$ cat config.mk
export PLATFORM = sky130hd
export DESIGN_NAME = json_string_unescape
export DESIGN_NICKNAME = d
export VERILOG_FILES = /design/src/hdl/jsu_pkg.sv /design/src/hdl/jsu_front.sv /design/src/hdl/jsu_fifo.sv /design/src/hdl/jsu_back.sv /design/src/hdl/json_string_unescape.sv
export SDC_FILE = /design/constraint.sdc
export NUM_CORES = 1
export LEC_CHECK = 0
export BUFFER_PORTS_ARGS = -buffer_cell sky130_fd_sc_hd__buf_4
export CAP_MARGIN = 20
export CORE_AREA = 2 2 314 316
export DETAILED_ROUTE_END_ITERATION = 10
export DIE_AREA = 0 0 316 318
export HOLD_SLACK_MARGIN = 0.08
export PLACE_DENSITY = 0.38
export SLEW_MARGIN = 15
export SYNTH_ARGS = -nofsm -noshare
export SYNTH_HDL_FRONTEND = slang
export SYNTH_SLANG_ARGS = --single-unit
$ cat constraint.sdc
create_clock -name clk -period 19.2 [get_ports clk]
set_input_delay 3.84 -clock clk [delete_from_list [all_inputs] [get_ports clk]]
set_output_delay 3.84 -clock clk [all_outputs]
set_load 0.03 [all_outputs]
$ cat src/hdl/jsu_pkg.sv
package jsu_pkg;

	localparam int SEQ_LEN     = 5;
	localparam int LEN_W       = $clog2(SEQ_LEN + 1);
	localparam int IDX_W       = $clog2(SEQ_LEN);
	localparam int QUEUE_DEPTH = 4;
	localparam int QPTR_W      = $clog2(QUEUE_DEPTH);
	localparam int QCNT_W      = $clog2(QUEUE_DEPTH + 1);

	localparam logic [7:0] CH_QUOTE = 8'h22;
	localparam logic [7:0] CH_BSL   = 8'h5C;
	localparam logic [7:0] CH_SLASH = 8'h2F;
	localparam logic [7:0] CH_N     = 8'h6E;
	localparam logic [7:0] CH_R     = 8'h72;
	localparam logic [7:0] CH_T     = 8'h74;
	localparam logic [7:0] CH_B     = 8'h62;
	localparam logic [7:0] CH_F     = 8'h66;
	localparam logic [7:0] CH_U     = 8'h75;

	// One group of source characters, decoded token by token in the back end.
	// With uni set the group is a complete \uXXXX escape and cp holds the value of its leading hex digits.
	typedef struct packed {
		logic [SEQ_LEN-1:0][7:0] seq;
		logic [LEN_W-1:0]        len;
		logic                    uni;
		logic [15:0]             cp;
		logic                    last;
	} tok_t;

endpackage

$ cat src/hdl/jsu_front.sv
module jsu_front (
	input  logic           clk,
	input  logic           arst_n,
	input  logic           accept,
	input  logic [7:0]     in_byte,
	input  logic           in_last,
	output logic           push,
	output jsu_pkg::tok_t  tok
);
	import jsu_pkg::*;

	typedef enum logic [2:0] {
		PH_TEXT,
		PH_ESC,
		PH_U0,
		PH_U1,
		PH_U2,
		PH_U3
	} phase_t;

	phase_t     ph_q, ph_d;
	logic [7:0] held_q [3];
	logic       flush;

	function automatic logic [4:0] hex_val(input logic [7:0] c);
		if (c inside {[8'h30:8'h39]}) return {1'b0, 4'(c - 8'h30)};
		if (c inside {[8'h61:8'h66]}) return {1'b0, 4'(c - 8'h57)};
		if (c inside {[8'h41:8'h46]}) return {1'b0, 4'(c - 8'h37)};
		return 5'h10;
	endfunction

	// leading hex digits only; a non-hex character ends the number
	function automatic logic [15:0] cp_of(input logic [3:0][7:0] h);
		logic [15:0] v;
		logic        stop;
		logic [4:0]  d;
		v    = '0;
		stop = 1'b0;
		for (int k = 0; k < 4; k++) begin
			d = hex_val(h[k]);
			if (!stop && !d[4]) begin
				v = {v[11:0], d[3:0]};
			end else begin
				stop = 1'b1;
			end
		end
		return v;
	endfunction

	always_comb begin
		tok      = '0;
		tok.last = in_last;
		flush    = in_last;
		ph_d     = ph_q;
		case (ph_q)
			PH_TEXT: begin
				tok.seq[0] = in_byte;
				tok.len    = LEN_W'(1);
				if (in_byte != CH_BSL) begin
					flush = 1'b1;
				end else begin
					ph_d = PH_ESC;
				end
			end
			PH_ESC: begin
				tok.seq[0] = CH_BSL;
				tok.seq[1] = in_byte;
				tok.len    = LEN_W'(2);
				if (in_byte == CH_U) begin
					ph_d = PH_U0;
				end else begin
					flush = 1'b1;
					ph_d  = PH_TEXT;
				end
			end
			PH_U0: begin
				tok.seq[0] = CH_BSL;
				tok.seq[1] = CH_U;
				tok.seq[2] = in_byte;
				tok.len    = LEN_W'(3);
				ph_d       = PH_U1;
			end
			PH_U1: begin
				tok.seq[0] = CH_BSL;
				tok.seq[1] = CH_U;
				tok.seq[2] = held_q[0];
				tok.seq[3] = in_byte;
				tok.len    = LEN_W'(4);
				ph_d       = PH_U2;
			end
			PH_U2: begin
				tok.seq[0] = CH_BSL;
				tok.seq[1] = CH_U;
				tok.seq[2] = held_q[0];
				tok.seq[3] = held_q[1];
				tok.seq[4] = in_byte;
				tok.len    = LEN_W'(5);
				ph_d       = PH_U3;
			end
			PH_U3: begin
				tok.uni = 1'b1;
				tok.cp  = cp_of({in_byte, held_q[2], held_q[1], held_q[0]});
				flush   = 1'b1;
				ph_d    = PH_TEXT;
			end
			default: begin
				tok.seq[0] = in_byte;
				tok.len    = LEN_W'(1);
				ph_d       = PH_TEXT;
			end
		endcase
		if (in_last) begin
			ph_d = PH_TEXT;
		end
	end

	assign push = accept && flush;

	always_ff @(posedge clk or negedge arst_n) begin
		if (!arst_n) begin
			ph_q <= PH_TEXT;
		end else if (accept) begin
			ph_q <= ph_d;
		end
	end

	always_ff @(posedge clk) begin
		if (accept && !in_last) begin
			if (ph_q == PH_U0) held_q[0] <= in_byte;
			if (ph_q == PH_U1) held_q[1] <= in_byte;
			if (ph_q == PH_U2) held_q[2] <= in_byte;
		end
	end

endmodule

$ cat src/hdl/jsu_fifo.sv
module jsu_fifo (
	input  logic          clk,
	input  logic          arst_n,
	input  logic          push,
	input  jsu_pkg::tok_t wr_tok,
	input  logic          pop,
	output jsu_pkg::tok_t rd_tok,
	output logic          nonempty,
	output logic          full
);
	import jsu_pkg::*;

	tok_t              mem_q [QUEUE_DEPTH];
	logic [QPTR_W-1:0] wr_q, rd_q;
	logic [QCNT_W-1:0] cnt_q;
	logic              do_pop;

	assign nonempty = (cnt_q != '0);
	assign full     = (cnt_q == QCNT_W'(QUEUE_DEPTH));
	assign rd_tok   = mem_q[rd_q];
	assign do_pop   = pop && nonempty;

	always_ff @(posedge clk or negedge arst_n) begin
		if (!arst_n) begin
			wr_q  <= '0;
			rd_q  <= '0;
			cnt_q <= '0;
		end else begin
			if (push) wr_q <= wr_q + QPTR_W'(1);
			if (do_pop) rd_q <= rd_q + QPTR_W'(1);
			if (push && !do_pop) begin
				cnt_q <= cnt_q + QCNT_W'(1);
			end else if (!push && do_pop) begin
				cnt_q <= cnt_q - QCNT_W'(1);
			end
		end
	end

	always_ff @(posedge clk) begin
		if (push) mem_q[wr_q] <= wr_tok;
	end

endmodule

$ cat src/hdl/jsu_back.sv
module jsu_back (
	input  logic          clk,
	input  logic          arst_n,
	input  logic [10:0]   cap,
	input  logic          q_valid,
	input  jsu_pkg::tok_t q_tok,
	output logic          pop,
	output logic          out_valid,
	input  logic          out_ready,
	output logic [7:0]    out_byte,
	output logic          byte_valid,
	output logic          out_last,
	output logic [9:0]    out_count
);
	import jsu_pkg::*;

	logic [10:0] prod_q;
	logic        full_q;

	logic                    buf_valid_q;
	logic [SEQ_LEN-1:0][7:0] buf_bytes_q;
	logic [LEN_W-1:0]        buf_n_q;
	logic [IDX_W-1:0]        buf_idx_q;
	logic                    buf_empty_q;
	logic                    buf_last_q;
	logic [9:0]              buf_base_q;

	logic                    out_valid_q, byte_valid_q, out_last_q;
	logic [7:0]              out_byte_q;
	logic [9:0]              out_count_q;

	logic [SEQ_LEN-1:0][7:0] bytes;
	logic [LEN_W-1:0]        nb;
	logic [11:0]             cnt, lim;
	logic                    full, skip, two;
	logic [7:0]              nxt;
	logic [8:0]              em;
	logic                    out_free, move, done, load;

	// [8] marks a known single-character escape
	function automatic logic [8:0] esc_map(input logic [7:0] c);
		case (c)
			CH_QUOTE, CH_BSL, CH_SLASH: return {1'b1, c};
			CH_N:    return 9'h10A;
			CH_R:    return 9'h10D;
			CH_T:    return 9'h109;
			CH_B:    return 9'h108;
			CH_F:    return 9'h10C;
			default: return 9'h000;
		endcase
	endfunction

	// token decode of the queue head against the room left
	always_comb begin
		bytes = '0;
		nb    = '0;
		lim   = {1'b0, cap};
		cnt   = {1'b0, prod_q};
		full  = full_q;
		skip  = 1'b0;
		two   = 1'b0;
		nxt   = '0;
		em    = '0;
		if (q_tok.uni) begin
			if (!full && (cnt + 12'd1 < lim)) begin
				if (q_tok.cp <= 16'h007F) begin
					bytes[0] = q_tok.cp[7:0];
					nb       = LEN_W'(1);
				end else if (q_tok.cp <= 16'h07FF) begin
					if (cnt + 12'd2 < lim) begin
						bytes[0] = 8'hC0 | {3'b000, q_tok.cp[10:6]};
						bytes[1] = 8'h80 | {2'b00, q_tok.cp[5:0]};
						nb       = LEN_W'(2);
					end
				end else if (cnt + 12'd3 < lim) begin
					bytes[0] = 8'hE0 | {4'b0000, q_tok.cp[15:12]};
					bytes[1] = 8'h80 | {2'b00, q_tok.cp[11:6]};
					bytes[2] = 8'h80 | {2'b00, q_tok.cp[5:0]};
					nb       = LEN_W'(3);
				end
				cnt = cnt + {9'd0, nb};
			end else begin
				full = 1'b1;
			end
		end else begin
			for (int i = 0; i < SEQ_LEN; i++) begin
				if ((LEN_W'(i) < q_tok.len) && !skip) begin
					nxt = q_tok.seq[(i + 1) % SEQ_LEN];
					em  = esc_map(nxt);
					two = (q_tok.seq[i] == CH_BSL) && (LEN_W'(i + 1) < q_tok.len) && em[8];
					if (!full && (cnt + 12'd1 < lim)) begin
						bytes[nb[IDX_W-1:0]] = two ? em[7:0] : q_tok.seq[i];
						nb  = nb + LEN_W'(1);
						cnt = cnt + 12'd1;
					end else begin
						full = 1'b1;
					end
					skip = two;
				end else begin
					skip = 1'b0;
				end
			end
		end
	end

	assign out_free = !out_valid_q || out_ready;
	assign move     = buf_valid_q && out_free;
	assign done     = (LEN_W'(buf_idx_q) + LEN_W'(1) == buf_n_q);
	assign pop      = q_valid && (!buf_valid_q || (move && done));
	assign load     = (nb != '0) || q_tok.last;

	always_ff @(posedge clk or negedge arst_n) begin
		if (!arst_n) begin
			prod_q      <= '0;
			full_q      <= 1'b0;
			buf_valid_q <= 1'b0;
			out_valid_q <= 1'b0;
		end else begin
			if (pop) begin
				prod_q      <= q_tok.last ? 11'd0 : cnt[10:0];
				full_q      <= q_tok.last ? 1'b0 : full;
				buf_valid_q <= load;
			end else if (move && done) begin
				buf_valid_q <= 1'b0;
			end
			if (move) begin
				out_valid_q <= 1'b1;
			end else if (out_ready) begin
				out_valid_q <= 1'b0;
			end
		end
	end

	always_ff @(posedge clk) begin
		if (pop) begin
			buf_bytes_q <= bytes;
			buf_n_q     <= (nb == '0) ? LEN_W'(1) : nb;
			buf_empty_q <= (nb == '0);
			buf_last_q  <= q_tok.last;
			buf_base_q  <= prod_q[9:0];
			buf_idx_q   <= '0;
		end else if (move) begin
			buf_idx_q <= buf_idx_q + IDX_W'(1);
		end
		if (move) begin
			out_byte_q   <= buf_empty_q ? 8'h00 : buf_bytes_q[buf_idx_q];
			byte_valid_q <= !buf_empty_q;
			out_last_q   <= buf_last_q && done;
			out_count_q  <= buf_empty_q ? buf_base_q
			                            : buf_base_q + 10'(buf_idx_q) + 10'd1;
		end
	end

	assign out_valid  = out_valid_q;
	assign out_byte   = out_byte_q;
	assign byte_valid = byte_valid_q;
	assign out_last   = out_last_q;
	assign out_count  = out_count_q;

endmodule

$ cat src/hdl/json_string_unescape.sv
// An item that yields output passes the queue entry, the back-end buffer and the output
// register. Throughput: one item per cycle while each yields at most one byte and out_ready
// is high; an item that yields more bytes holds the back-end buffer until all its bytes
// leave the one-byte output port, and a 4-entry queue lets input run on meanwhile.
// Reset (arst_n low): phase, counters, queue and output valid clear at once; capacity
// returns to min(1024, MAX_CAPACITY). Held escape characters are not cleared.
module json_string_unescape #(
	parameter int unsigned MAX_CAPACITY = 1024
) (
	input  logic        clk,
	input  logic        arst_n,
	input  logic        cfg_wen,
	input  logic [10:0] cfg_wdata,
	input  logic        in_valid,
	output logic        in_ready,
	input  logic [7:0]  in_byte,
	input  logic        in_last,
	output logic        out_valid,
	input  logic        out_ready,
	output logic [7:0]  out_byte,
	output logic        byte_valid,
	output logic        out_last,
	output logic [9:0]  out_count
);
	import jsu_pkg::*;

	localparam logic [10:0] CAP_LIM = 11'(MAX_CAPACITY > 2047 ? 2047 : MAX_CAPACITY);
	localparam logic [10:0] CAP_RST = 11'(MAX_CAPACITY < 1024 ? MAX_CAPACITY : 1024);

	logic [10:0] cap_q;
	logic        accept, push, q_valid, q_full, pop;
	tok_t        push_tok, head_tok;

	always_ff @(posedge clk or negedge arst_n) begin
		if (!arst_n) begin
			cap_q <= CAP_RST;
		end else if (cfg_wen) begin
			cap_q <= (cfg_wdata > CAP_LIM) ? CAP_LIM : cfg_wdata;
		end
	end

	assign in_ready = !q_full;
	assign accept   = in_valid && in_ready;

	jsu_front u_front (
		.clk     (clk),
		.arst_n  (arst_n),
		.accept  (accept),
		.in_byte (in_byte),
		.in_last (in_last),
		.push    (push),
		.tok     (push_tok)
	);

	jsu_fifo u_fifo (
		.clk      (clk),
		.arst_n   (arst_n),
		.push     (push),
		.wr_tok   (push_tok),
		.pop      (pop),
		.rd_tok   (head_tok),
		.nonempty (q_valid),
		.full     (q_full)
	);

	jsu_back u_back (
		.clk        (clk),
		.arst_n     (arst_n),
		.cap        (cap_q),
		.q_valid    (q_valid),
		.q_tok      (head_tok),
		.pop        (pop),
		.out_valid  (out_valid),
		.out_ready  (out_ready),
		.out_byte   (out_byte),
		.byte_valid (byte_valid),
		.out_last   (out_last),
		.out_count  (out_count)
	);

endmodule

==> summary.md, run 1 <==
| Metric | Value |
|---|---|
| Crit path from | u_back.prod_q[2]$_DFFE_PN0P_ |
| Slowest cell on the critical path | or4_1 |
| Post-synthesis cell area | ~24000 sq um |
| Initial antenna violation count | 2 |
| F_max | around 57 MHz |
| Setup TNS | 0 ns |
| Insertion delay to the later sink of the worst-skew pair | around 0.6 ns |
| Post-DP HPWL | 60.68 mm |
| Rows | approximately 120 |
| Status | finished clean |
| GRT busiest layer | met2 |
| Placed cell area | about 26000 sq um |
| Routed via count | 18260 |
| Post-route DRC | 0 |
| Core footprint | roughly 100000 sq um |
| Met3 Use GR | under 10% |
| Layout net count | between 2000 and 2500 |
| EDFF count, synth | around 340 |
| Gr usage total | roughly 16% |
| Starting density of the core | between 20% and 30% |
| WL/cell | 23.18 um |
| Hold endpoint | u_fifo.cnt_q[2]$_DFFE_PN0P_ |
| Crit path largest cell delay | 0.55 ns |
| CP max FO | 13 |
| Max_cap viols | 0 |
| Multi-input gate area | about 12000 sq um |
| Pin count of the biggest net entering global routing | 62 |
| Post-synth top area share | between 40% and 50% |
| Final WL | between 80 and 90 mm |
| Drt pass-1 iters | 5 |
| Hold Path Class | flop to flop |
| Area leader, netlist | edfxtp_1 |
| Hold Path Depth | 1 |
| Number of global-route vias before repair | about 18000 |
| Final Hold Fails | 0 |
| Reg2reg start | u_back.prod_q[2]$_DFFE_PN0P_ |
| Worst-path clk slew | around 0.070 ns |
| Die span in x | between 300 and 400 um |
| DRT iter0 DRCs | 1402 |
| H-tree depth | 2 |
| Register-to-register setup slack | between 1.5 and 2 ns |
| Final setup viols | 0 |
| Syn avg cell area | 11.04 sq um |
| Final Cell Area | around 28000 sq um |
| Setup Skew | roughly 0.016 ns |
| Share of cells above drive strength 1 | approximately 15% |
| Via/cell ratio | about 5 |
| Grt met2 use | approximately 28% |
| Count leader, synth | edfxtp_1 |
| Period utilization | about nine tenths |
| Worst EP arrival | 17.90 ns |
| Global placer's final weighted congestion | 0.9046 |
| I/O Pins | 47 |
| RSZ-0062 raised after global routing | false |
| Worst path required time | between 15 and 20 ns |
| Post-synth top flop | edfxtp_1 |
| Seq cells post-synth | about 380 |
| GRT overflow | 0 |
| Synthesized Nets | ~2300 |
| CTS Buf Count | 46 |
| Clock Tree Buf Depth | 3 |
| CP startpoint kind | flop |
| Distinct cells, synth | 102 |
| Max Slew Vio Count | 0 |
| Top cell by count, worst path | ha_1 |
| DIE HEIGHT | 318 um |
| Cts hold-fix bufs | 0 |
| Port Buf Inserts | between 40 and 50 |
| Filler cells | 9960 |
| Reg area | around 11000 sq um |
| First-pass GRT wire length | about 120 mm |
| Ranking of synthesized cells by area | edfxtp_1, mux4_2, ha_1 |
| ANT nets after route | 0 |
| Crit end category | flop |
| Ys Warns | 0 |
| Die area | ~100000 sq um |
| Sequential area share after synthesis | around 47% |
| FF-to-FF End | u_back.buf_bytes_q[1]$_DFFE_PP_ |
| CTS root buffer | clkbuf_16 |
| Min-delay src | u_fifo.cnt_q[2]$_DFFE_PN0P_ |
| Slew HR | between 20% and 30% |
| R2R depth | 79 |
| CTS tree | yes |
| GR Layer Usage met1 | 21.90% |
| WS Path Type | flop to flop |
| Final worst path period need | 17.60 ns |
| Area Overhead vs Synth | 16.09% |
| Clk sinks | between 300 and 400 |
| Asr flop ratio synth | a little under a tenth |
| Most common library cells after synthesis | edfxtp_1, nor2_1, nand2_1 |
| Post-Syn Instances | approximately 2200 |
| Worst slew pin tran | around 1.1 ns |
[registers in the layout (all words and copies together), names as in the netlist, 2 cells and up]
| name | count |
|---|---|
| cap_q | 11 |
| u_back.buf_base_q | 10 |
| u_back.buf_bytes_q | 40 |
| u_back.buf_idx_q | 3 |
| u_back.buf_n_q | 3 |
| u_back.out_byte | 8 |
| u_back.out_count | 10 |
| u_back.prod_q | 11 |
| u_fifo.cnt_q | 3 |
| u_fifo.mem_q | 244 |
| u_fifo.rd_q | 2 |
| u_fifo.wr_q | 2 |
| u_front.held_q | 24 |
| u_front.ph_q | 3 |
[per-layer routing]
layer | part of all wire, % | wire (um) | vias up
li1 | - | - | 8510
met1 | 45 | 37120 | 9159
met2 | 48 | 40120 | 475
met3 | 4.3 | 3583 | 117
met4 | 2.7 | 2217 | 0
met5 | 0 | 0 | -
[worst max-delay path, delay by kind of cell, from the launching register on]
| family | cells | cell delay [ns] |
|---|---|---|
| AO/OA/AOI/OAI | 28 | 6.48 |
| AND/OR/NAND/NOR | 24 | 5.01 |
| adder cells (fa/ha/maj) | 9 | 2.34 |
| buffers and inverters | 10 | 1.43 |
| XOR/XNOR | 7 | 1.28 |
| flip-flops | 1 | 0.43 |
| multiplexers | 1 | 0.33 |
[area by class of cell]
cell class                 instances  share of cell area [%]
clock buffer                      60                   4.442
timing repair buffer             126                   3.491
inverter                          74                  0.9912
antenna                            1                0.008929
clock inverter                    24                   1.246
multi-input combinational       1630                   43.95
sequential                       381                   40.12
tap                             1287                   5.746
[worst max-delay path by stage]
stage / slack (ns) / end / cells past startpoint
5_1_grt: 0.06 / u_back.buf_bytes_q[1]$_DFFE_PP_ / 80
4_1_cts: 0.56 / u_back.buf_bytes_q[29]$_SDFFCE_PP0P_ / 77
6_report: 1.60 / u_back.buf_bytes_q[1]$_DFFE_PP_ / 79
3_5_place_dp: 0.66 / u_back.buf_bytes_q[24]$_SDFFCE_PP0P_ / 77
3_3_place_gp: 0.72 / u_back.buf_bytes_q[24]$_SDFFCE_PP0P_ / 73
2_1_floorplan: 1.43 / u_back.buf_bytes_q[23]$_DFFE_PP_ / 82
[logic make-up (layout without fill, tap and decap cells)]
| family | count (synthesis) | count (layout) | share of synthesized area, % |
|---|---|---|---|
| buffers and inverters | 175 | 284 | 2.980 |
| multiplexers | 136 | 136 | 9.205 |
| adder cells (fa/ha/maj) | 116 | 116 | 6.106 |
| other | 0 | 1 | 0 |
| AND/OR/NAND/NOR | 710 | 710 | 15.15 |
| flip-flops | 381 | 381 | 46.55 |
| XOR/XNOR | 152 | 152 | 5.665 |
| AO/OA/AOI/OAI | 516 | 516 | 14.35 |
[per-stage QoR]
stage | hold WS (ns) | setup WS, ns | cells | utilization [%]
after global placement | 0.4809 | 0.7185 | 3492 | 26.97
final | 0.4999 | 1.602 | 3583 | 28.77
after CTS | 0.5018 | 0.5576 | 3577 | 28.61
after detailed placement | 0.4894 | 0.6611 | 3493 | 26.98
after global routing | 0.5277 | 0.06100 | 3582 | 28.77
after floorplan | 0.4196 | 1.430 | 2186 | -
[what timing repair did]
action	CTS	global route
setup endpoints to repair	0	57
setup buffers	0	4
resized for setup	0	16
[placed cells by master (no fill, tap or decap), drive strengths merged, types with 11 or more instances in the layout]
cell type,n
nor4,14
clkinv,14
nand3b,15
mux2i,60
and2,27
a21oi,109
nor2b,31
nor2,189
o22ai,24
inv,76
xor2,52
a22oi,25
nand4,29
a21o,19
o211ai,19
ha,113
xnor2,99
nand2b,28
and3,23
nor3b,13
a211oi,27
o21ai,144
o21a,11
edfxtp,343
clkbuf,60
nand2,166
nand3,51
nor3,48
mux4,68
dfrtp,34
a31oi,15
buf,126
or3,19
or2,12
Power of run 1 is not shown: default switching activity piles up to over one toggle a cycle in this logic, so the estimate is an artifact.
==> run 2: changes to the inputs <==
Settings changed: CORE_AREA 2 2 314 316 to 2 2 208 210, DIE_AREA 0 0 316 318 to 0 0 210 212, PLACE_DENSITY 0.38 to 0.73.
==> run 2 against run 1 <==
- count of clock-buffer cells in the layout fell by 8
- largest cell class unchanged
- die area fell by 56%
- routed wire length fell by 18%
- worst setup slack got worse by 0.26 ns
- maximum frequency fell by 1.5%
- worst hold slack got worse by 0.021 ns
- critical path depth fell by 1
- sequential cell count did not move
- first-iteration DRC count rose by 77%
- clock skew rose by 0.0024 ns
- critical endpoint is now u_back.buf_bytes_q[3]$_DFFE_PP_
==> summary.md, run 2 (synthesis gave the netlist of run 1 again) <==
| Metric | Value |
|---|---|
| Status | finished clean |
| CTS tree | yes |
| Slew HR | 25.13% (-1.1 points) |
| Worst slew pin tran | 1.123 ns (+0.01867 ns) |
| First-pass GRT wire length | 103.9 mm (-16%) |
| Filler cells | 3306 (-67%) |
| Global placer's final weighted congestion | 0.9666 (+6.9%) |
| FF-to-FF End | u_back.buf_bytes_q[3]$_DFFE_PP_ |
| Core footprint | 42510 sq um (-56%) |
| RSZ-0062 raised after global routing | false |
| Gr usage total | 30.54% (+14 points) |
| Via/cell ratio | 6.621 (+30%) |
| Number of global-route vias before repair | 17720 (-3.6%) |
| Layout net count | 2375 (-1.0%) |
| Die area | 44520 sq um (-56%) |
| Worst EP arrival | 18.13 ns (+0.23 ns) |
| Insertion delay to the later sink of the worst-skew pair | 0.56 ns (-0.04 ns) |
| WL/cell | 24.12 um (+4.1%) |
| Final worst path period need | 17.86 ns (+0.2639 ns) |
| Most frequent cells in the layout | edfxtp_1, nor2_1, nand2_1 |
| Starting density of the core | 56.79% (+32 points) |
| Multi-input gate area | 12340 sq um (+0.16%) |
| Top cell by count, worst path | ha_1 |
| CP startpoint kind | flop |
| Top Registers | u_fifo.mem_q x244, u_back.buf_bytes_q x40, u_front.held_q x24 |
| Setup Skew | 0.01860 ns (+0.002368 ns) |
| R2R depth | 78 (-1.3%) |
| Share of cells above drive strength 1 | 14.22% (-0.73 points) |
| ANT nets after route | 0 (unchanged) |
| Reg with most FFs | u_fifo.mem_q |
| Reg area | 11240 sq um (about the same) |
| Placed cell count | 2727 (-22%) |
| H-tree depth | 2 (unchanged) |
| Final Hold Fails | 0 (unchanged) |
| Crit path largest cell delay | 0.53 ns (-0.02 ns) |
| Slowest cell on the critical path | or4_1 |
| Die span in x | 210 um (-34%) |
| Setup TNS | 0 ns (unchanged) |
| Hold endpoint | u_back.out_valid$_DFFE_PN0P_ |
| Routed via count | 18610 (+1.9%) |
| Min-delay src | u_back.buf_valid_q$_DFFE_PN0P_ |
| Clk sinks | 381 (unchanged) |
| Crit end category | flop |
| Initial antenna violation count | 1 (-1) |
| Final std cells w/o fill | 2811 (-22%) |
| Max_cap viols | 0 (unchanged) |
| DIE HEIGHT | 212 um (-33%) |
| Pin count of the biggest net entering global routing | 62 (unchanged) |
| Drt pass-1 iters | 7 (+2) |
| F_max | 55.98 MHz (-1.5%) |
| CTS root buffer | clkbuf_16 |
| Post-route DRC | 0 (unchanged) |
| Worst-path clk slew | 0.06 ns (about the same) |
| Final WL | 67.81 mm (-18%) |
| Worst path required time | 19.47 ns (-0.03 ns) |
| Final setup viols | 0 (unchanged) |
| Max Slew Vio Count | 0 (unchanged) |
| Reg2reg start | u_back.prod_q[2]$_DFFE_PN0P_ |
| Register-to-register setup slack | 1.34 ns (-0.26 ns) |
| Met3 Use GR | 5.613% (+3.6 points) |
| Max FFs per register | 244 (unchanged) |
| Post-DP HPWL | 48.25 mm (-20%) |
| Area Overhead vs Synth | 10.80% |
| N_diodes | 0 (-1) |
| WS Path Type | flop to flop |
| DRT iter0 DRCs | 2477 (+77%) |
| Rows | 76 (-34%) |
| Dpl ws | 0.07108 ns (-0.5900 ns) |
| CP max FO | 23 (+10) |
| GRT overflow | 0 (unchanged) |
| Grt met2 use | 47.02% (+19 points) |
| Final worst slack | 1.338 ns (-0.2639 ns) |
| Hold Path Depth | 2 (+1) |
| Period utilization | 93.03% (+1.4 points) |
| GRT busiest layer | met2 |
| Commonest non-fill, non-tap cell in the layout | edfxtp_1 |
| Port Buf Inserts | 46 (unchanged) |
| I/O Pins | 47 (unchanged) |
| GR Layer Usage met1 | 43.44% (+22 points) |
| CTS Buf Count | 41 (-11%) |
| Hold Path Class | flop to flop |
| Clock Tree Buf Depth | 3 (unchanged) |
## run 2: timing repair
item,in CTS,in global routing
pin swaps,0,4
hold buffers,0,0
cloned,0,0
setup endpoints to repair,14,57
setup buffers,2,8
gates resized for setup,1,20
## run 2: layer usage
metal | wire length, um | part of all wire [%]
met5 | 0 | 0
met1 | 28870 | 43
met2 | 30490 | 45
met4 | 2311 | 3.4
met3 | 6133 | 9.0
## run 2: how the worst max path moves through the flow
stage                                                end                         start  depth (start not counted)
floorplan               u_back.buf_bytes_q[23]$_DFFE_PP_  u_back.prod_q[5]$_DFFE_PN0P_                         82
global placement    u_back.buf_bytes_q[36]$_SDFFCE_PP0P_  u_back.prod_q[1]$_DFFE_PN0P_                         76
detailed placement      u_back.buf_bytes_q[23]$_DFFE_PP_  u_back.prod_q[1]$_DFFE_PN0P_                         76
CTS                      u_back.buf_bytes_q[3]$_DFFE_PP_  u_back.prod_q[1]$_DFFE_PN0P_                         76
global route             u_back.buf_bytes_q[3]$_DFFE_PP_  u_back.prod_q[2]$_DFFE_PN0P_                         79
finish                   u_back.buf_bytes_q[3]$_DFFE_PP_  u_back.prod_q[2]$_DFFE_PN0P_                         78
## run 2: final cells by class
| class | instances | area share [%] |
|---|---|---|
| flip-flops and latches | 381 | 42.04 |
| repair buffers | 106 | 3.059 |
| inverters | 74 | 1.053 |
| multi-input cells | 1630 | 46.13 |
| clock buffers | 52 | 4.224 |
| clock inverters | 22 | 0.9403 |
| well taps | 546 | 2.554 |
## run 2: critical path, delay by kind of cell (launching register included)
family                     cells  cell delay (ns)
adders and majority gates      9             2.48
xor gates and xnor gates       8             1.60
AOI/OAI and AO/OA             26             6.08
DFF                            1             0.34
buffers and inverters          8             1.48
muxes                          1             0.24
and+or+nand+nor               26             5.33
## run 2: through the flow
step | utilization, % | hold WS, ns | instance area [sq um]
CTS | 62.47 | 0.4825 | 26550
global route | 62.93 | 0.5243 | 26750
detailed placement | 59.16 | 0.4736 | 25150
finish | 62.93 | 0.4789 | 26750
floorplan | - | 0.4196 | 24140
global placement | 59.15 | 0.4680 | 25140
Power of run 2 is left out for the same reason.
==> run 3: changes to the inputs <==
Clock period 19.2 ns to 18.8 ns, I/O delays scaled along.
==> run 3 against run 2 <==
- design area is 0.10% lower
- critical path type unchanged
- maximum frequency is 3.1% higher
- first-iteration DRC count is 9.7% lower
- critical path depth stayed put
- core utilization is 0.065 points lower
- die area stayed put
- critical endpoint is now u_back.buf_bytes_q[20]$_DFFE_PP_
- register-to-register slack better by 0.13 ns
==> summary.md, run 3 (synthesis gave the netlist of run 1 again) <==
| Metric | Value |
|---|---|
| Final std cells w/o fill | 2811 (unchanged) |
| Worst slew pin tran | 1.191 ns (+0.06804 ns) |
| Register-to-register setup slack | 1.47 ns (+0.13 ns) |
| RSZ-0062 raised after global routing | false |
| Final setup viols | 0 (unchanged) |
| Cts hold-fix bufs | 0 (unchanged) |
| Worst path bufs/invs | 8 (unchanged) |
| Hold slack | 0.4882 ns (+0.009338 ns) |
| Slowest cell on the critical path | or4_1 |
| Status | finished clean |
| WS Path Type | flop to flop |
| Setup Skew | 0.01367 ns (-0.004929 ns) |
| Filler cells | 3341 (+1.1%) |
| GRT overflow | 0 (unchanged) |
| Die area | 44520 sq um (unchanged) |
| Rows | 76 (unchanged) |
| Gr usage total | 31.37% (+0.83 points) |
| Post-route DRC | 0 (unchanged) |
| Worst-path clk slew | 0.06 ns (about the same) |
| Worst EP arrival | 17.61 ns (-0.52 ns) |
| Multi-input gate area | 12380 sq um (+0.35%) |
| Most frequent cells in the layout | edfxtp_1, nor2_1, nand2_1 |
| CP startpoint kind | flop |
| CTS Buf Count | 41 (unchanged) |
| Period utilization | 92.17% (-0.86 points) |
| Crit end category | flop |
| Final WL | 70.22 mm (+3.6%) |
| Share of cells above drive strength 1 | 14.17% (-0.044 points) |
| H-tree depth | 2 (unchanged) |
| Clk sinks | 381 (unchanged) |
| I/O Pins | 47 (unchanged) |
| Core footprint | 42510 sq um (unchanged) |
| Area Overhead vs Synth | 10.68% |
| Port Buf Inserts | 46 (unchanged) |
| DRT iter0 DRCs | 2236 (-9.7%) |
| Hold Path Class | flop to flop |
| Die span in x | 210 um (unchanged) |
| Commonest non-fill, non-tap cell in the layout | edfxtp_1 |
| Top Registers | u_fifo.mem_q x244, u_back.buf_bytes_q x40, u_front.held_q x24 |
| Max_cap viols | 0 (unchanged) |
| Top delay family on crit path | compound AO/OA/AOI/OAI gates |
| Final core occ | 62.86% (-0.065 points) |
| CTS tree | yes |
| Reg area | 11240 sq um (about the same) |
| WL/cell | 24.98 um (+3.6%) |
| Insertion delay to the later sink of the worst-skew pair | 0.56 ns (about the same) |
| CTS root buffer | clkbuf_16 |
| Routed via count | 18710 (+0.51%) |
| Number of global-route vias before repair | 17390 (-1.9%) |
| Initial antenna violation count | 1 (unchanged) |
| Slew HR | 19.98% (-5.1 points) |
| Crit path largest cell delay | 0.54 ns (about the same) |
| Pin count of the biggest net entering global routing | 61 (-1.6%) |
| Drt pass-1 iters | 6 (-1) |
| Final worst path period need | 17.33 ns (-0.5340 ns) |
| Starting density of the core | 56.79% (unchanged) |
| Placed cell count | 2733 (+0.22%) |
| Top cell by count, worst path | ha_1 |
| Setup TNS | 0 ns (unchanged) |
| Post-DP HPWL | 50.82 mm (+5.3%) |
| Global placer's final weighted congestion | 0.9755 (+0.92%) |
| N_diodes | 0 (unchanged) |
| F_max | 57.71 MHz (+3.1%) |
| Final Hold Fails | 0 (unchanged) |
| DIE HEIGHT | 212 um (unchanged) |
| Via/cell ratio | 6.654 (+0.51%) |
| ANT nets after route | 0 (unchanged) |
| Layout net count | 2374 (-0.042%) |
| Worst path required time | 19.08 ns (-0.39 ns) |
| Max FFs per register | 244 (unchanged) |
| First-pass GRT wire length | 105.6 mm (+1.6%) |
| CP max FO | 12 (-48%) |
| Clock Tree Buf Depth | 3 (unchanged) |
| Max Slew Vio Count | 0 (unchanged) |
| Reg with most FFs | u_fifo.mem_q |
run 3: cell count changes in the layout (fill, tap and decap cells not counted), sizes merged:
cell,before,now
bufinv,5,2
clkbuf,52,55
clkinvlp,3,1
inv,74,76
buf,106,105
clkinv,14,15
run 3: worst reg2reg max path: cells and delay by family, from the launching register on:
kind            cells  cell delay (ns)
compound gates     27             6.39
simple gates       24             4.81
fa+ha+maj          10             2.66
xor+xnor            8             1.41
buf+inv             8             1.07
flops               1             0.50
mux                 1             0.23
run 3: layer usage:
metal	share of wire [%]	up-vias	track usage (%)
met2	45	944	47.76
li1	-	8443	-
met4	2.9	0	9.391
met5	0	-	0
met1	43	9180	46.00
met3	9.2	138	5.879
run 3: area by class of cell:
class / instances / share of cell area (%)
timing repair buffer: 105 / 3.077
sequential: 381 / 42.08
tap: 546 / 2.557
clock buffer: 55 / 4.308
multi-input combinational: 1630 / 46.34
inverter: 74 / 1.040
clock inverter: 20 / 0.5994
run 3: final timing paths:
path	cells past startpoint	endpoint	startpoint
worst max-delay path	78	u_back.buf_bytes_q[20]$_DFFE_PP_	u_back.prod_q[1]$_DFFE_PN0P_
worst min-delay path	2	u_back.out_valid$_DFFE_PN0P_	u_back.buf_valid_q$_DFFE_PN0P_
worst max register to register	78	u_back.buf_bytes_q[20]$_DFFE_PP_	u_back.prod_q[1]$_DFFE_PN0P_
worst min register to register	2	u_back.out_valid$_DFFE_PN0P_	u_back.buf_valid_q$_DFFE_PN0P_
max in group asynchronous	1	u_fifo.rd_q[0]$_DFFE_PN0P_	arst_n
min in group asynchronous	1	cap_q[4]$_DFFE_PN0P_	arst_n
run 3: repair_timing:
item / 4_1_cts / 5_1_grt
gates resized for setup: 3 / 26
pin swaps: 3 / 1
buffers inserted: 3 / 0
gates cloned: 0 / 0
setup endpoints to repair: 42 / 57
run 3: through the flow:
step           setup WS [ns]  cell area (sq um)
6_report               1.472              26720
2_1_floorplan          1.030              24140
4_1_cts               0.2058              26580
3_3_place_gp          0.4598              25190
3_5_place_dp         -0.2394              25190
5_1_grt              0.05907              26720
Power of run 3 is left out for the same reason.
